<file path="config.mk">
export PLATFORM = sky130hd
export DESIGN_NAME = power_channel_controller_fsm_core
export DESIGN_NICKNAME = d
export VERILOG_FILES = /design/src/rtl/core/pcc_pkg.sv /design/src/rtl/core/pcc_csr.sv /design/src/rtl/core/pcc_fsm.sv /design/src/rtl/core/power_channel_controller_fsm_core.sv
export SDC_FILE = /design/constraint.sdc
export NUM_CORES = 1
export LEC_CHECK = 0
export BUFFER_PORTS_ARGS = -buffer_cell sky130_fd_sc_hd__buf_2
export CAP_MARGIN = 30
export CORE_MARGIN = 2
export CORE_UTILIZATION = 55
export DETAILED_ROUTE_END_ITERATION = 8
export PLACE_DENSITY = 0.74
export SLEW_MARGIN = 20
export SYNTH_ARGS = -nofsm -noshare
export SYNTH_HDL_FRONTEND = slang
export SYNTH_HIERARCHICAL = 1
export SYNTH_SLANG_ARGS = --single-unit
</file>
<file path="constraint.sdc">
create_clock -name clock -period 6.54 [get_ports clock]
set_input_delay 0.327 -clock clock [delete_from_list [all_inputs] [get_ports clock]]
set_output_delay 0.327 -clock clock [all_outputs]
set_load 0.1 [all_outputs]
</file>
<file path="src/rtl/core/pcc_pkg.sv">
// ----------------------------------------------------------------------------
// pcc_pkg
// Types, codes and lookup functions shared by the power channel controller.
// ----------------------------------------------------------------------------
package pcc_pkg;

   typedef enum logic [1:0] {
      ST_INITIAL   = 2'd0,
      ST_POWER_ON  = 2'd1,
      ST_ALARM     = 2'd2,
      ST_POWER_OFF = 2'd3
   } state_type;

   typedef enum logic [3:0] {
      IND_ALARM       = 4'd0,
      IND_KICKSTAND   = 4'd1,
      IND_UNMOD_ON    = 4'd2,
      IND_MOD_OFF     = 4'd3,
      IND_MOD_Q1      = 4'd4,
      IND_MOD_Q2      = 4'd5,
      IND_MOD_Q3      = 4'd6,
      IND_MOD_Q4      = 4'd7,
      IND_MODE_CHANGE = 4'd8,
      IND_FAULT       = 4'd9
   } ind_type;

   typedef enum logic [2:0] {
      CSR_BUS_OFF_TIMEOUT    = 3'd0,
      CSR_IGNITION_TIMEOUT   = 3'd1,
      CSR_ALARM_MINUTES      = 3'd2,
      CSR_SHORT_PRESS_MIN    = 3'd3,
      CSR_SHORT_PRESS_MAX    = 3'd4,
      CSR_LONG_PRESS         = 3'd5,
      CSR_RESTORED_MODE      = 3'd6,
      CSR_RESTORED_LEVEL     = 3'd7
   } csr_index_type;

   localparam logic [2:0] LED0_OFF       = 3'd0;
   localparam logic [2:0] LED0_ON        = 3'd1;
   localparam logic [2:0] LED0_FLASH_1HZ = 3'd2;
   localparam logic [2:0] LED0_FLASH_4HZ = 3'd3;
   localparam logic [2:0] LED0_BLIPS     = 3'd4;

   localparam logic [2:0] LED1_OFF        = 3'd0;
   localparam logic [2:0] LED1_BLIP1      = 3'd1;
   localparam logic [2:0] LED1_BLIP2      = 3'd2;
   localparam logic [2:0] LED1_BLIP3      = 3'd3;
   localparam logic [2:0] LED1_BLIP4      = 3'd4;
   localparam logic [2:0] LED1_BLIP4_ONCE = 3'd5;

   localparam logic [2:0]  LEVEL_MAX   = 3'd4;
   localparam logic [15:0] COUNT_MAX   = 16'hFFFF;

   typedef struct packed {
      logic [15:0] bus_off_timeout;
      logic [15:0] ignition_timeout;
      logic [15:0] alarm_minutes;
      logic [15:0] short_press_min;
      logic [15:0] short_press_max;
      logic [15:0] long_press;
      logic [7:0]  restored_mode;
      logic [7:0]  restored_level;
   } cfg_type;

   typedef struct packed {
      logic [15:0] now_ticks;
      logic [15:0] now_minutes;
      logic        bus_seen;
      logic        chip_fault;
      logic        kickstand_down;
      logic        button_down;
      logic        ambient_dark;
   } req_type;

   typedef struct packed {
      logic [1:0]  fsm_state;
      logic        power_latch;
      logic        switch_enable;
      logic [10:0] ch0_duty;
      logic        ch0_fast;
      logic        ch1_on;
      logic [2:0]  status_led;
      logic [2:0]  level_led;
      logic        led_dim;
      logic        save_now;
      logic        channel_mode;
      logic [2:0]  power_level;
   } rsp_type;

   function automatic ind_type channel_ind(input logic mode, input logic [2:0] level);
      ind_type ind;
      if (mode) begin
         ind = IND_UNMOD_ON;
      end else begin
         case (level)
            3'd1:    ind = IND_MOD_Q1;
            3'd2:    ind = IND_MOD_Q2;
            3'd3:    ind = IND_MOD_Q3;
            3'd4:    ind = IND_MOD_Q4;
            default: ind = IND_MOD_OFF;
         endcase
      end
      return ind;
   endfunction

   function automatic logic [5:0] led_pair(input ind_type ind);
      logic [5:0] pair;
      case (ind)
         IND_ALARM:       pair = {LED0_BLIPS, LED1_OFF};
         IND_KICKSTAND:   pair = {LED0_FLASH_1HZ, LED1_OFF};
         IND_UNMOD_ON:    pair = {LED0_ON, LED1_OFF};
         IND_MOD_OFF:     pair = {LED0_OFF, LED1_OFF};
         IND_MOD_Q1:      pair = {LED0_OFF, LED1_BLIP1};
         IND_MOD_Q2:      pair = {LED0_OFF, LED1_BLIP2};
         IND_MOD_Q3:      pair = {LED0_OFF, LED1_BLIP3};
         IND_MOD_Q4:      pair = {LED0_OFF, LED1_BLIP4};
         IND_MODE_CHANGE: pair = {LED0_OFF, LED1_BLIP4_ONCE};
         IND_FAULT:       pair = {LED0_FLASH_4HZ, LED1_OFF};
         default:         pair = {LED0_OFF, LED1_OFF};
      endcase
      return pair;
   endfunction

endpackage

</file>
<file path="src/rtl/core/pcc_csr.sv">
// ----------------------------------------------------------------------------
// pcc_csr
// Configuration register file, written one register per transaction.
// ----------------------------------------------------------------------------
module pcc_csr (
   input  logic                  clock,
   input  logic                  reset,
   input  logic                  wr_en,
   input  logic [2:0]            wr_index,
   input  logic [15:0]           wr_data,
   output pcc_pkg::cfg_type      cfg
);

   pcc_pkg::cfg_type cfg_ff;
   pcc_pkg::cfg_type cfg_in;

   always_comb begin
      cfg_in = cfg_ff;
      if (wr_en) begin
         case (pcc_pkg::csr_index_type'(wr_index))
            pcc_pkg::CSR_BUS_OFF_TIMEOUT:    cfg_in.bus_off_timeout    = wr_data;
            pcc_pkg::CSR_IGNITION_TIMEOUT:   cfg_in.ignition_timeout   = wr_data;
            pcc_pkg::CSR_ALARM_MINUTES:      cfg_in.alarm_minutes      = wr_data;
            pcc_pkg::CSR_SHORT_PRESS_MIN:    cfg_in.short_press_min    = wr_data;
            pcc_pkg::CSR_SHORT_PRESS_MAX:    cfg_in.short_press_max    = wr_data;
            pcc_pkg::CSR_LONG_PRESS:         cfg_in.long_press         = wr_data;
            pcc_pkg::CSR_RESTORED_MODE:      cfg_in.restored_mode      = wr_data[7:0];
            pcc_pkg::CSR_RESTORED_LEVEL:     cfg_in.restored_level     = wr_data[7:0];
            default:                         cfg_in = cfg_ff;
         endcase
      end
   end

   always_ff @(posedge clock) begin
      if (reset) begin
         cfg_ff.bus_off_timeout    <= 16'd18000;
         cfg_ff.ignition_timeout   <= 16'd100;
         cfg_ff.alarm_minutes      <= 16'd720;
         cfg_ff.short_press_min    <= 16'd5;
         cfg_ff.short_press_max    <= 16'd100;
         cfg_ff.long_press         <= 16'd2000;
         cfg_ff.restored_mode      <= 8'd0;
         cfg_ff.restored_level     <= 8'd0;
      end else begin
         cfg_ff <= cfg_in;
      end
   end

   assign cfg = cfg_ff;

endmodule

</file>
<file path="src/rtl/core/pcc_fsm.sv">
// ----------------------------------------------------------------------------
// pcc_fsm
// Controller state machine, button classifier and held channel outputs.
// Updates once per transaction and presents the result for that transaction.
// ----------------------------------------------------------------------------
module pcc_fsm #(
   parameter int DUTY_FULL = 1024
) (
   input  logic                  clock,
   input  logic                  reset,
   input  logic                  step,
   input  pcc_pkg::req_type      req,
   input  pcc_pkg::cfg_type      cfg,
   output pcc_pkg::rsp_type      rsp
);

   localparam logic [10:0] DUTY_Q1 = 11'((DUTY_FULL / 4) % 2048);
   localparam logic [10:0] DUTY_Q2 = 11'((DUTY_FULL / 2) % 2048);
   localparam logic [10:0] DUTY_Q3 = 11'(((DUTY_FULL * 3) / 4) % 2048);
   localparam logic [10:0] DUTY_Q4 = 11'(DUTY_FULL % 2048);

   function automatic logic [10:0] ch0_duty(input logic mode, input logic [2:0] level);
      logic [10:0] duty;
      if (mode) begin
         duty = DUTY_Q4;
      end else begin
         case (level)
            3'd1:    duty = DUTY_Q1;
            3'd2:    duty = DUTY_Q2;
            3'd3:    duty = DUTY_Q3;
            3'd4:    duty = DUTY_Q4;
            default: duty = 11'd0;
         endcase
      end
      return duty;
   endfunction

   pcc_pkg::state_type fsm_ff, fsm_in;
   logic [15:0]        last_bus_ff, last_bus_in;
   logic [15:0]        press_ff, press_in;
   logic [15:0]        quiet_ff, quiet_in;
   logic               mode_ff, mode_in;
   logic [2:0]         level_ff, level_in;
   logic [15:0]        alarm_start_ff, alarm_start_in;
   pcc_pkg::ind_type   ind_ff, ind_in;
   logic [10:0]        duty_ff, duty_in;
   logic               fast_ff, fast_in;
   logic               ch1_ff, ch1_in;
   logic               sw_ff, sw_in;
   logic               latch_ff, latch_in;
   logic               dim_ff, dim_in;
   logic               powered_ff, powered_in;
   logic               save;

   logic [15:0] bus_time;
   logic [15:0] since;
   logic [15:0] alarm_age;
   logic [15:0] press_inc;
   logic        leave_on;
   logic        alarm_done;
   logic        enter_on;
   logic        entry_mode;
   logic [2:0]  entry_level;
   logic [2:0]  next_level;
   logic        short_hit;
   logic        quiet_ok;
   logic [5:0]  led_bits;

   assign bus_time   = req.bus_seen ? req.now_ticks : last_bus_ff;
   assign since      = req.now_ticks - bus_time;
   assign leave_on   = (since > cfg.bus_off_timeout) ||
                       (req.chip_fault && (since > cfg.ignition_timeout));
   assign alarm_age  = req.now_minutes - alarm_start_ff;
   assign alarm_done = (cfg.alarm_minutes == 16'd0) || (alarm_age > cfg.alarm_minutes);
   assign press_inc  = (press_ff < pcc_pkg::COUNT_MAX) ? press_ff + 16'd1 : press_ff;
   assign quiet_ok   = quiet_ff >= cfg.short_press_min;
   assign short_hit  = !mode_ff && (press_ff >= cfg.short_press_min) &&
                       (press_ff <= cfg.short_press_max) && quiet_ok;
   assign next_level = (level_ff >= pcc_pkg::LEVEL_MAX) ? 3'd0 : level_ff + 3'd1;
   assign entry_mode = powered_ff ? mode_ff :
                       ((cfg.restored_mode < 8'd2) ? cfg.restored_mode[0] : 1'b0);
   assign entry_level = powered_ff ? level_ff :
                        ((cfg.restored_level < 8'd5) ? cfg.restored_level[2:0] : 3'd0);

   always_comb begin
      case (fsm_ff)
         pcc_pkg::ST_INITIAL:   enter_on = 1'b1;
         pcc_pkg::ST_POWER_ON:  enter_on = 1'b0;
         pcc_pkg::ST_ALARM:     enter_on = req.bus_seen;
         pcc_pkg::ST_POWER_OFF: enter_on = req.bus_seen;
         default:               enter_on = 1'b0;
      endcase
   end

   // next state
   always_comb begin
      fsm_in = fsm_ff;
      case (fsm_ff)
         pcc_pkg::ST_INITIAL: fsm_in = pcc_pkg::ST_POWER_ON;
         pcc_pkg::ST_POWER_ON: begin
            if (leave_on) fsm_in = pcc_pkg::ST_ALARM;
         end
         pcc_pkg::ST_ALARM: begin
            if (req.bus_seen)    fsm_in = pcc_pkg::ST_POWER_ON;
            else if (alarm_done) fsm_in = pcc_pkg::ST_POWER_OFF;
         end
         pcc_pkg::ST_POWER_OFF: begin
            if (req.bus_seen) fsm_in = pcc_pkg::ST_POWER_ON;
         end
         default: fsm_in = fsm_ff;
      endcase
   end

   // outputs and datapath
   always_comb begin
      last_bus_in    = last_bus_ff;
      press_in       = press_ff;
      quiet_in       = quiet_ff;
      mode_in        = mode_ff;
      level_in       = level_ff;
      alarm_start_in = alarm_start_ff;
      ind_in         = ind_ff;
      duty_in        = duty_ff;
      fast_in        = fast_ff;
      ch1_in         = ch1_ff;
      sw_in          = sw_ff;
      latch_in       = latch_ff;
      dim_in         = dim_ff;
      powered_in     = powered_ff;
      save           = 1'b0;
      if (enter_on) begin
         latch_in    = 1'b1;
         sw_in       = 1'b1;
         ch1_in      = 1'b1;
         mode_in     = entry_mode;
         level_in    = entry_level;
         powered_in  = 1'b1;
         duty_in     = ch0_duty(entry_mode, entry_level);
         fast_in     = entry_mode;
         press_in    = 16'd0;
         quiet_in    = 16'd0;
         last_bus_in = req.now_ticks;
      end else if (fsm_ff == pcc_pkg::ST_POWER_ON) begin
         dim_in      = req.ambient_dark;
         last_bus_in = bus_time;
         if (leave_on) begin
            duty_in        = 11'd0;
            fast_in        = 1'b1;
            ch1_in         = 1'b0;
            sw_in          = 1'b0;
            save           = 1'b1;
            ind_in         = pcc_pkg::IND_ALARM;
            dim_in         = 1'b0;
            alarm_start_in = req.now_minutes;
         end else if (req.chip_fault) begin
            ind_in = pcc_pkg::IND_FAULT;
         end else if (req.kickstand_down && (since < cfg.ignition_timeout)) begin
            ind_in   = pcc_pkg::IND_KICKSTAND;
            press_in = 16'd0;
         end else if (req.button_down) begin
            press_in = press_inc;
            if ((press_inc == cfg.long_press) && quiet_ok) begin
               mode_in = !mode_ff;
               ind_in  = pcc_pkg::IND_MODE_CHANGE;
               duty_in = ch0_duty(!mode_ff, level_ff);
               fast_in = !mode_ff;
            end
         end else begin
            if (short_hit) begin
               level_in = next_level;
               duty_in  = ch0_duty(1'b0, next_level);
               fast_in  = 1'b0;
            end
            if (press_ff != 16'd0) begin
               press_in = 16'd0;
               quiet_in = 16'd0;
            end else if (quiet_ff < pcc_pkg::COUNT_MAX) begin
               quiet_in = quiet_ff + 16'd1;
            end
            ind_in = pcc_pkg::channel_ind(mode_ff, short_hit ? next_level : level_ff);
         end
      end else if ((fsm_ff == pcc_pkg::ST_ALARM) && alarm_done) begin
         latch_in = 1'b0;
      end
   end

   always_ff @(posedge clock) begin
      if (reset) begin
         fsm_ff         <= pcc_pkg::ST_INITIAL;
         last_bus_ff    <= 16'd0;
         press_ff       <= 16'd0;
         quiet_ff       <= 16'd0;
         mode_ff        <= 1'b0;
         level_ff       <= 3'd0;
         alarm_start_ff <= 16'd0;
         ind_ff         <= pcc_pkg::IND_MOD_OFF;
         duty_ff        <= 11'd0;
         fast_ff        <= 1'b0;
         ch1_ff         <= 1'b0;
         sw_ff          <= 1'b0;
         latch_ff       <= 1'b0;
         dim_ff         <= 1'b0;
         powered_ff     <= 1'b0;
      end else if (step) begin
         fsm_ff         <= fsm_in;
         last_bus_ff    <= last_bus_in;
         press_ff       <= press_in;
         quiet_ff       <= quiet_in;
         mode_ff        <= mode_in;
         level_ff       <= level_in;
         alarm_start_ff <= alarm_start_in;
         ind_ff         <= ind_in;
         duty_ff        <= duty_in;
         fast_ff        <= fast_in;
         ch1_ff         <= ch1_in;
         sw_ff          <= sw_in;
         latch_ff       <= latch_in;
         dim_ff         <= dim_in;
         powered_ff     <= powered_in;
      end
   end

   assign led_bits = pcc_pkg::led_pair(ind_in);

   always_comb begin
      rsp.fsm_state     = fsm_in;
      rsp.power_latch   = latch_in;
      rsp.switch_enable = sw_in;
      rsp.ch0_duty      = duty_in;
      rsp.ch0_fast      = fast_in;
      rsp.ch1_on        = ch1_in;
      rsp.status_led    = led_bits[5:3];
      rsp.level_led     = led_bits[2:0];
      rsp.led_dim       = dim_in;
      rsp.save_now      = save;
      rsp.channel_mode  = mode_in;
      rsp.power_level   = level_in;
   end

endmodule

</file>
<file path="src/rtl/core/power_channel_controller_fsm_core.sv">
// ----------------------------------------------------------------------------
// power_channel_controller_fsm_core
// Power channel controller: one timer tick in, one control result out.
//
//   channel  direction  handshake             payload
//   req      in         req_valid/req_stall   tick, minute, bus and switch flags
//   rsp      out        rsp_valid/rsp_stall   state, channel, led and save outputs
//   csr      in         csr_valid/csr_ready   csr_index, csr_data
//
// One transaction per cycle while results are not stalled; a request is
// registered in the input register, then its result in the result register.
// The state update happens as a request moves from the input register to the
// result register, so all per-tick work is one pass of compare logic.
// Synchronous reset restores register defaults and the initial state.
// A stalled result holds the pipe; the input register keeps accepting while
// it is empty or the result register is free or being drained.
// ----------------------------------------------------------------------------
module power_channel_controller_fsm_core #(
   parameter int DUTY_FULL = 1024
) (
   input  logic        clock,
   input  logic        reset,

   input  logic        req_valid,
   output logic        req_stall,
   input  logic [15:0] req_now_ticks,
   input  logic [15:0] req_now_minutes,
   input  logic        req_bus_seen,
   input  logic        req_chip_fault,
   input  logic        req_kickstand_down,
   input  logic        req_button_down,
   input  logic        req_ambient_dark,

   output logic        rsp_valid,
   input  logic        rsp_stall,
   output logic [1:0]  rsp_fsm_state,
   output logic        rsp_power_latch,
   output logic        rsp_switch_enable,
   output logic [10:0] rsp_ch0_duty,
   output logic        rsp_ch0_fast,
   output logic        rsp_ch1_on,
   output logic [2:0]  rsp_status_led,
   output logic [2:0]  rsp_level_led,
   output logic        rsp_led_dim,
   output logic        rsp_save_now,
   output logic        rsp_channel_mode,
   output logic [2:0]  rsp_power_level,

   input  logic        csr_valid,
   output logic        csr_ready,
   input  logic [2:0]  csr_index,
   input  logic [15:0] csr_data
);

   pcc_pkg::cfg_type cfg;
   pcc_pkg::req_type req_ff, req_in;
   pcc_pkg::rsp_type rsp_ff, step_rsp;
   logic             req_valid_ff, req_valid_in;
   logic             rsp_valid_ff, rsp_valid_in;
   logic             advance;
   logic             accept;
   logic             step;

   assign csr_ready = 1'b1;

   pcc_csr u_csr (
      .clock    (clock),
      .reset    (reset),
      .wr_en    (csr_valid && csr_ready),
      .wr_index (csr_index),
      .wr_data  (csr_data),
      .cfg      (cfg)
   );

   assign advance   = !rsp_valid_ff || !rsp_stall;
   assign step      = req_valid_ff && advance;
   assign req_stall = req_valid_ff && !advance;
   assign accept    = req_valid && !req_stall;

   always_comb begin
      req_in.now_ticks      = req_now_ticks;
      req_in.now_minutes    = req_now_minutes;
      req_in.bus_seen       = req_bus_seen;
      req_in.chip_fault     = req_chip_fault;
      req_in.kickstand_down = req_kickstand_down;
      req_in.button_down    = req_button_down;
      req_in.ambient_dark   = req_ambient_dark;
   end

   assign req_valid_in = accept ? 1'b1 : (step ? 1'b0 : req_valid_ff);
   assign rsp_valid_in = step ? 1'b1 : (advance ? 1'b0 : rsp_valid_ff);

   pcc_fsm #(
      .DUTY_FULL (DUTY_FULL)
   ) u_fsm (
      .clock (clock),
      .reset (reset),
      .step  (step),
      .req   (req_ff),
      .cfg   (cfg),
      .rsp   (step_rsp)
   );

   always_ff @(posedge clock) begin
      if (reset) begin
         req_valid_ff <= 1'b0;
         rsp_valid_ff <= 1'b0;
      end else begin
         req_valid_ff <= req_valid_in;
         rsp_valid_ff <= rsp_valid_in;
      end
   end

   always_ff @(posedge clock) begin
      if (accept) req_ff <= req_in;
      if (step)   rsp_ff <= step_rsp;
   end

   assign rsp_valid         = rsp_valid_ff;
   assign rsp_fsm_state     = rsp_ff.fsm_state;
   assign rsp_power_latch   = rsp_ff.power_latch;
   assign rsp_switch_enable = rsp_ff.switch_enable;
   assign rsp_ch0_duty      = rsp_ff.ch0_duty;
   assign rsp_ch0_fast      = rsp_ff.ch0_fast;
   assign rsp_ch1_on        = rsp_ff.ch1_on;
   assign rsp_status_led    = rsp_ff.status_led;
   assign rsp_level_led     = rsp_ff.level_led;
   assign rsp_led_dim       = rsp_ff.led_dim;
   assign rsp_save_now      = rsp_ff.save_now;
   assign rsp_channel_mode  = rsp_ff.channel_mode;
   assign rsp_power_level   = rsp_ff.power_level;

`ifndef NO_ASSERTIONS
   // save strobe only on the transaction that leaves power on
   a_save_alarm: assert property (@(posedge clock) disable iff (reset)
      rsp_valid && rsp_save_now |-> rsp_fsm_state == pcc_pkg::ST_ALARM)
      else $error("save strobe outside alarm entry");

   // switch is enabled only while powered on
   a_switch_on: assert property (@(posedge clock) disable iff (reset)
      rsp_valid && rsp_switch_enable |-> rsp_fsm_state == pcc_pkg::ST_POWER_ON)
      else $error("switch enabled outside power on");

   // supply latch drops only in power off
   a_latch_off: assert property (@(posedge clock) disable iff (reset)
      rsp_valid && !rsp_power_latch |-> rsp_fsm_state == pcc_pkg::ST_POWER_OFF)
      else $error("latch released outside power off");

   // level stays within quarters of full
   a_level_range: assert property (@(posedge clock) disable iff (reset)
      rsp_valid |-> rsp_power_level <= pcc_pkg::LEVEL_MAX)
      else $error("power level out of range");
`endif

endmodule

</file>
## Word level (Yosys, flattened, before mapping)

Memory sizes are Yosys's and may differ from the RTL's. A register that Yosys moved wholly into a read port is not among the register bits.
Index checks and enable logic that the tools add are counted.

| operators by class | value |
|---|---|
| add/sub/neg operators | 5 |
| magnitude comparators | 12 |
| eq/ne operators | 31 |
| muxes and demuxes | 91 |
| bitwise operators | 2 |
| reductions and logical operators | 42 |

Operators by type and width:

| operator | count |
|---|---|
| $mux W16 | 19 |
| $pmux W11 S4 | 3 |
| $mux W11 | 10 |
| $gt A16 B16 Y1 | 3 |
| $mux W1 | 34 |
| $add A16 B1 Y16 const B | 2 |
| $ge A16 B16 Y1 | 2 |
| $lt A16 B16 Y1 const B | 2 |
| $mux W4 | 8 |
| $sub A16 B16 Y16 | 2 |
| $eq A3 B2 Y1 const B | 10 |
| $mux W3 | 10 |
| $eq A3 B3 Y1 const B | 8 |
| $reduce_and A2 Y1 | 10 |
| $eq A16 B16 Y1 | 1 |
| $le A16 B16 Y1 | 1 |
| $logic_not A16 Y1 | 1 |
| $lt A16 B16 Y1 | 1 |
| $reduce_bool A16 Y1 | 1 |
| $eq A3 B1 Y1 const B | 5 |
| $pmux W3 S4 | 1 |
| $logic_and A1 B1 Y1 | 10 |
| $lt A8 B2 Y1 const B | 1 |
| $lt A8 B3 Y1 const B | 1 |
| other kinds (21) | 37 |

| word-level totals | value |
|---|---|
| register bits | 265 |
| ROM bits | 96 |
| word-level logic and storage cells | 226 |
| memories kept | 1 |

Memory list:

| name | words | bits a word | rd ports | clocked after memory_dff | wr ports | line | RTL |
|---|---|---|---|---|---|---|---|
| (name not given) | 16 | 6 | 1 | 1 | 0 | pcc_pkg.sv:108 | `case (ind)` |

## Longest topological paths before layout

| depth | value |
|---|---|
| word-level depth | 14 |
| depth in mapped cells | 27 |
| mapped depth without buffers | 25 |

## Hierarchy

Netlist, hierarchy kept.

By module, submodules not included:

| module | times used | cells an instance | area an instance (um^2) | seq. area each (um^2) |
|---|---|---|---|---|
| pcc_fsm | 1 | 1290 | 9500.4 | 1821.7 |
| pcc_csr | 1 | 406 | 4448.0 | 2242.2 |
| power_channel_controller_fsm_core | 1 | 78 | 2079.5 | 2021.9 |

## Worst setup path after synthesis

Ideal clock, no wire load.

| timing path | value |
|---|---|
| path type | register to register |
| start point | register req_ff[4] in the netlist's numbering |
| end point | register u_fsm.quiet_ff[6] |
| library setup time | 70 ps |
| arrival time | 5958 ps |
| path slack | 511 ps |
| cell stages (with the launch flop) | 22 |
| period minus slack after synthesis | 6029 ps |
| cell sequence | edfxtp_1 clkbuf_1 clkbuf_1 mux2i_1 ha_1 and2_1 a31o_2 a2111oi_0 o311ai_0 a21oi_1 xnor2_1 ha_1 nand2_1 nor4_1 o211ai_1 a41o_1 or3_1 clkbuf_1 a211o_1 or2_2 or3b_2 a21oi_1 |

| on the way | value |
|---|---|
| cells in the longest elaborated chain, start to end | 7 |
| elaborated cells between the ends (all ways) | 17 |

Ends and longest elaborated chain:

| element | line | RTL |
|---|---|---|
| from (decl) | power_channel_controller_fsm_core.sv:56 | `pcc_pkg::req_type req_ff, req_in;` |
| from (signal assigned) | power_channel_controller_fsm_core.sv:115 | `if (accept) req_ff <= req_in;` |
| $mux W16 | pcc_fsm.sv:69 | `assign bus_time = req.bus_seen ? req.now_ticks : last_bus_ff;` |
| $sub A16 B16 Y16 | pcc_fsm.sv:70 | `assign since = req.now_ticks - bus_time;` |
| $gt A16 B16 Y1 | pcc_fsm.sv:72 | `(req.chip_fault && (since > cfg.ignition_timeout));` |
| $logic_and A1 B1 Y1 | pcc_fsm.sv:72 |  |
| $logic_or A1 B1 Y1 | pcc_fsm.sv:71 | `assign leave_on = (since > cfg.bus_off_timeout) \|\|` |
| $ne A2 B2 Y1 (no source line) | - |  |
| $reduce_and A7 Y1 (no source line) | - |  |
| to (signal assigned) | pcc_fsm.sv:208 | `quiet_ff <= quiet_in;` |
| to (decl) | pcc_fsm.sv:41 | `logic [15:0] quiet_ff, quiet_in;` |

Parallel ways exist; a longest one is shown, timed or not.
A chain may end at the register's enable or synchronous reset.

## Worst setup path after layout

| timing path | value |
|---|---|
| start point | register req_ff[4] in the netlist's numbering |
| end point | register, netlist name rsp_level_led[2] |

| on the way | value |
|---|---|
| cells in the longest elaborated chain, start to end | 9 |
| elaborated cells between the ends (all ways) | 14 |

Ends and longest elaborated chain:

| element | line | RTL |
|---|---|---|
| $mux W16 | pcc_fsm.sv:69 |  |
| $sub A16 B16 Y16 | pcc_fsm.sv:70 |  |
| $lt A16 B16 Y1 | pcc_fsm.sv:157 | `end else if (req.kickstand_down && (since < cfg.ignition_timeout)) begin` |
| $logic_and A1 B1 Y1 | pcc_fsm.sv:157 |  |
| $mux W4 | pcc_fsm.sv:157 |  |
| $mux W4 | pcc_fsm.sv:155 | `end else if (req.chip_fault) begin` |
| $mux W4 | pcc_fsm.sv:146 | `if (leave_on) begin` |
| $mux W4 | pcc_fsm.sv:143 | `end else if (fsm_ff == pcc_pkg::ST_POWER_ON) begin` |
| $mux W4 (*) | pcc_fsm.sv:131 | `if (enter_on) begin` |
| net u_fsm.ind_in[0] | pcc_fsm.sv:45 | `pcc_pkg::ind_type ind_ff, ind_in;` |

The timed path passes the listed nets; every way through them passes the cells marked *.

==> results.txt <==
----------------------------------------------------
[Drt]
  1st-iter DRT viols ... 939
  Highest metal used ... met4
  Final antenna-violating net count ... 0
  Ratio of routed vias to standard cells ... 5.858
  Count of unresolved DRC violations after routing ... 0
  DR WL/cell ... 17.99 um
  Wl on met1 ... 17600 um
  First-pass DRT Iterations ... 6
  WL final ... 40890 um
  Met3 routed wirelength ... around 2600 um
  Met2 WL ... about 19000 um
  Overall via count from detail_route ... 13.32k

[Hold path]
  Cell count of the worst hold path ... 3
  Class of the tightest hold or removal check ... input pin to register

[Clock network]
  Library cell used as clock root buffer ... sky130_fd_sc_hd__clkbuf_16
  Num CTS Buffers ... 29
  Longest Clk Path Bufs ... 3
  Clock latency on the worst-skew pair ... 0.57 ns
  Clock tree from TritonCTS ... built
  CTS clk-pin slew, worst paths ... approximately 0.060 ns
  Clk sink count ... 271
  H-tree lvl count ... 1
  Number of buffers added for setup after CTS ... 0

[Synth]
  Post-synthesis net count ... approximately 2.0k
  Number of synthesized flops with an enable pin ... 66
  Number of flip-flops and latches in the synthesized netlist ... 271
  Count of distinct cell types in the synthesized netlist ... 90
  Most instantiated flip-flop cell in the synthesis netlist ... sky130_fd_sc_hd__dfxtp_1
  Xor/xnor share of the synthesized area ... approximately 3.1%
  Share of synthesized area occupied by flip-flops and latches ... a little under two fifths
  Share of synthesized area spent on multiplexers ... under 10%
  Simple-Gate Fraction of Synth Area ... 18.82%
  Number of standard cells after synthesis ... 1774
  Largest family of logic cells by synthesized area ... simple AND/OR/NAND/NOR gates
  Synthesized area divided by synthesized cell count ... 9.035 um^2
  Async set-reset flop share out of synthesis ... 0%
  Largest cells by area after synthesis ... sky130_fd_sc_hd__dfxtp_1 26%, sky130_fd_sc_hd__edfxtp_1 12%, sky130_fd_sc_hd__ha_1 11%, sky130_fd_sc_hd__mux2i_1 9.2%, sky130_fd_sc_hd__nand2b_1 4.4%
  Adder-Cell Fraction of Synth Area ... between 10% and 20%
  Yosys warns ... 6
  Post-synthesis compound-gate area fraction ... 13.70%
  Area of the mapped netlist ... 16030 um^2
  Area share of the leading cell type in the synthesized netlist ... 25.60%
  Yosys top cell by area ... sky130_fd_sc_hd__dfxtp_1

[Floorplan]
  Count of boundary I/O pins ... 93
  Overall die width ... between 150 and 200 um
  Initial Util ... 55.84%
  Vertical extent of the die ... 174.7 um
  FP Rows ... 62
  Die outline area ... just over 30000 um^2
  Core ar. ... 28700 um^2

[Cells and area]
  Multi-input logic area ... ~9000 um^2
  Final core occ ... 63.28%
  Number of inserted filler cells in the final layout ... 2376
  Syn-to-layout area delta ... 13.32%
  Ratio of cells with drive above 1 in the final layout ... a little over a tenth
  Post-route cell area ... ~18000 um^2
  Area taken by flip-flops and latches ... 6086 um^2
  Number of nets in the layout ... 2067
  Final instance count without filler cells ... 2273
  N_diodes ... 0

[STA]
  Number of max-slew violations in the final report ... 0
  Fin crit share ... a little over nine tenths
  Number of failing setup endpoints in the final timing report ... 0
  Clk_skew ... around 0.0072 ns
  Setup total negative slack ... 0 ns
  Time the final worst path needs with I/O delays and setup ... just over 6 ns
  Worst hold slack ... 0.04188 ns
  Achievable Freq ... 162.7 MHz
  Worst slew margin relative to its limit ... 35.07%
  Least-Margin Pin Slew ... approximately 0.97 ns
  Final-report hold violation count ... 0
  Post-route setup slack ... around 0.4 ns
  Setup repair after global routing missed its margin ... false

[Power and ir drop]
  Power consumption ... approximately 4.3 mW
  Internal power component ... slightly above 3 mW
  Power share of the sequential group ... 42.0%
  Combinational share of power ... 17.8%
  Power density over cell area ... 237.3 nW/um^2
  Switching portion of total power ... 27.99%
  Clock network power share ... 40.1%
  Max rail drop VDD ... 246.8 uV
  Switching pwr ... 1.206 mW
  Lkg Pwr ... 7.628 nW

[Worst setup path]
  Series of cell instances along the critical path ... buf_6, mux2i_1, ha_1, a21oi_2, o21bai_1, a31o_2, a2111oi_0, buf_4, o31ai_1, a21oi_1, xnor2_1, ha_1, nand2_1, nor4_1, o21ai_0, a31oi_1, a31oi_2, nand2b_1, o31a_1, inv_1, ha_1, nor3b_1, o2bb2ai_1
  Startpoint types ... register
  Data required, critical path ... 6.95 ns
  Library cell contributing the largest single delay on the critical path ... sky130_fd_sc_hd__a31oi_1
  Critical path type ... register to register
  Largest incremental delay on the critical path ... just over 0.6 ns
  Worst r2r path cells ... 23
  Data arrival, critical path ... 6.55 ns
  Most prevalent standard cell on the critical path ... sky130_fd_sc_hd__ha_1
  Type of element capturing the critical path ... register
  Crit-path max FO ... 13

[GRT]
  Leftover overflow at the end of global routing ... 0
  Vias in the first global route ... 12.79k
  Overall routing resource usage ... 26.20%
  Largest net degree at the start of global routing ... 82
  Antenna violations before repair ... 0
  Global-route wire length before repair ... between 60000 and 70000 um

[Place]
  Placed Area ... 16730 um^2
  Cell count after placement ... 2181
  Global placement routability congestion ... 0.8988
  Port buffer count ... 91
  Final HPWL DP ... approximately 29000 um
  Pre-CTS setup slack ... 0.05479 ns

[Run]
  Maximum capacitance violations ... 0

[Run status]
  Outcome ... finished, final reports clean

----------------------------------------------------
==> critical path, delay by kind of cell, from the launching register on <==
family,cells,cell delay (ns)
fa+ha+maj,3,0.78
simple gates,4,1.19
mux,1,0.21
buf+inv,3,0.54
compound gates,11,2.66
xor+xnor,1,0.12
flops,1,0.47
==> sequential cells by signal (all words and copies together) (netlist names), 2 cells and up <==
register and flops:
rsp_power_level 3, rsp_status_led 3, u_fsm/last_bus_ff 16, u_fsm/quiet_ff 16, u_fsm/press_ff 16, u_fsm/ind_ff 4, rsp_ch0_duty 11, u_fsm/level_ff 3
rsp_level_led 3, u_fsm/duty_ff 11, req_ff 37, u_fsm/fsm_ff 2, u_csr/cfg 112, u_fsm/alarm_start_ff 16, rsp_fsm_state 2
==> layer usage <==
layer  vias up  global-route usage [%]
li1       6464                       -
met2       464                   44.10
met4         0                   10.69
met1      6287                   33.79
met3       100                   3.808
met5         -                       0
==> final timing paths <==
path / from / endpoint / slack, ns
hold reg to reg: u_fsm/duty_ff[7] / u_fsm/duty_ff[7] / 0.44
setup reg to reg: req_ff[4] / rsp_level_led[2] / 0.39
setup / recovery: req_ff[4] / rsp_level_led[2] / 0.39
hold / removal: csr_data[5] / u_csr/cfg[37] / 0.04
==> cell usage after synthesis (22+ instances only) <==
library cell / number
sky130_fd_sc_hd__nand2_1: 137
sky130_fd_sc_hd__mux2i_1: 147
sky130_fd_sc_hd__xnor2_1: 44
sky130_fd_sc_hd__inv_1: 139
sky130_fd_sc_hd__dfxtp_1: 205
sky130_fd_sc_hd__o21ai_0: 58
sky130_fd_sc_hd__a21oi_1: 128
sky130_fd_sc_hd__a211oi_1: 28
sky130_fd_sc_hd__nor2_1: 127
sky130_fd_sc_hd__ha_1: 138
sky130_fd_sc_hd__nand4_1: 23
sky130_fd_sc_hd__clkbuf_1: 49
sky130_fd_sc_hd__nor4_1: 22
sky130_fd_sc_hd__edfxtp_1: 66
sky130_fd_sc_hd__nand2b_1: 113
sky130_fd_sc_hd__nor3_1: 28
sky130_fd_sc_hd__nand3_1: 37
==> repair_timing <==
| action | 4_1_cts | 5_1_grt |
|---|---|---|
| pin swaps | 0 | 1 |
| hold buffers | 37 | 0 |
| resized for setup | 1 | 9 |
| gates cloned | 0 | 0 |
| setup endpoints to repair | 3 | 20 |
| hold endpoints to repair | 37 | 0 |
==> cells by family (layout without fill, tap and decap cells) <==
family	count (synthesis)	after routing
mux	149	149
xor+xnor	57	57
compound gates	345	345
fa+ha+maj	140	140
simple gates	582	582
buf+inv	229	344
flops	271	271
other cells	1	1
==> area by class of cell <==
| class | count | area share [%] |
|---|---|---|
| Sequential cell | 271 | 33.51 |
| Clock inverter | 13 | 0.9782 |
| Clock buffer | 41 | 4.574 |
| Inverter | 140 | 2.893 |
| Timing Repair Buffer | 150 | 5.642 |
| Tap cell | 384 | 2.645 |
| Multi-Input combinational cell | 1274 | 49.76 |
==> power by group through the flow <==
stage,combinational (mW),sequential [mW],clock [mW]
after floorplan,0.483,1.90,0
after global placement,0.700,1.85,0
after detailed placement,0.724,1.85,0
after CTS,0.750,1.81,1.75
after global routing,0.841,1.82,1.82
final,0.768,1.81,1.73
==> layout by cell type (no fill, tap or decap), types with 13 or more instances in the layout <==
master,Yosys,final
sky130_fd_sc_hd__nand3_1,37,37
sky130_fd_sc_hd__nor4_1,22,21
sky130_fd_sc_hd__xor2_1,13,13
sky130_fd_sc_hd__nand4_1,23,23
sky130_fd_sc_hd__dlygate4sd3_1,0,37
sky130_fd_sc_hd__clkbuf_16,0,29
sky130_fd_sc_hd__nor3_1,28,28
sky130_fd_sc_hd__nand2b_1,113,113
sky130_fd_sc_hd__ha_1,138,138
sky130_fd_sc_hd__buf_4,13,18
sky130_fd_sc_hd__nand2_1,137,137
sky130_fd_sc_hd__o21ai_0,58,58
sky130_fd_sc_hd__mux2i_1,147,146
sky130_fd_sc_hd__a21o_1,15,15
sky130_fd_sc_hd__xnor2_1,44,44
sky130_fd_sc_hd__dfxtp_1,205,205
sky130_fd_sc_hd__a211oi_1,28,28
sky130_fd_sc_hd__and3_1,18,18
sky130_fd_sc_hd__buf_2,21,90
sky130_fd_sc_hd__edfxtp_1,66,66
sky130_fd_sc_hd__a21oi_1,128,127
sky130_fd_sc_hd__inv_1,139,139
sky130_fd_sc_hd__nor2_1,127,126
Note: power is estimated with default switching activity, not from simulation.
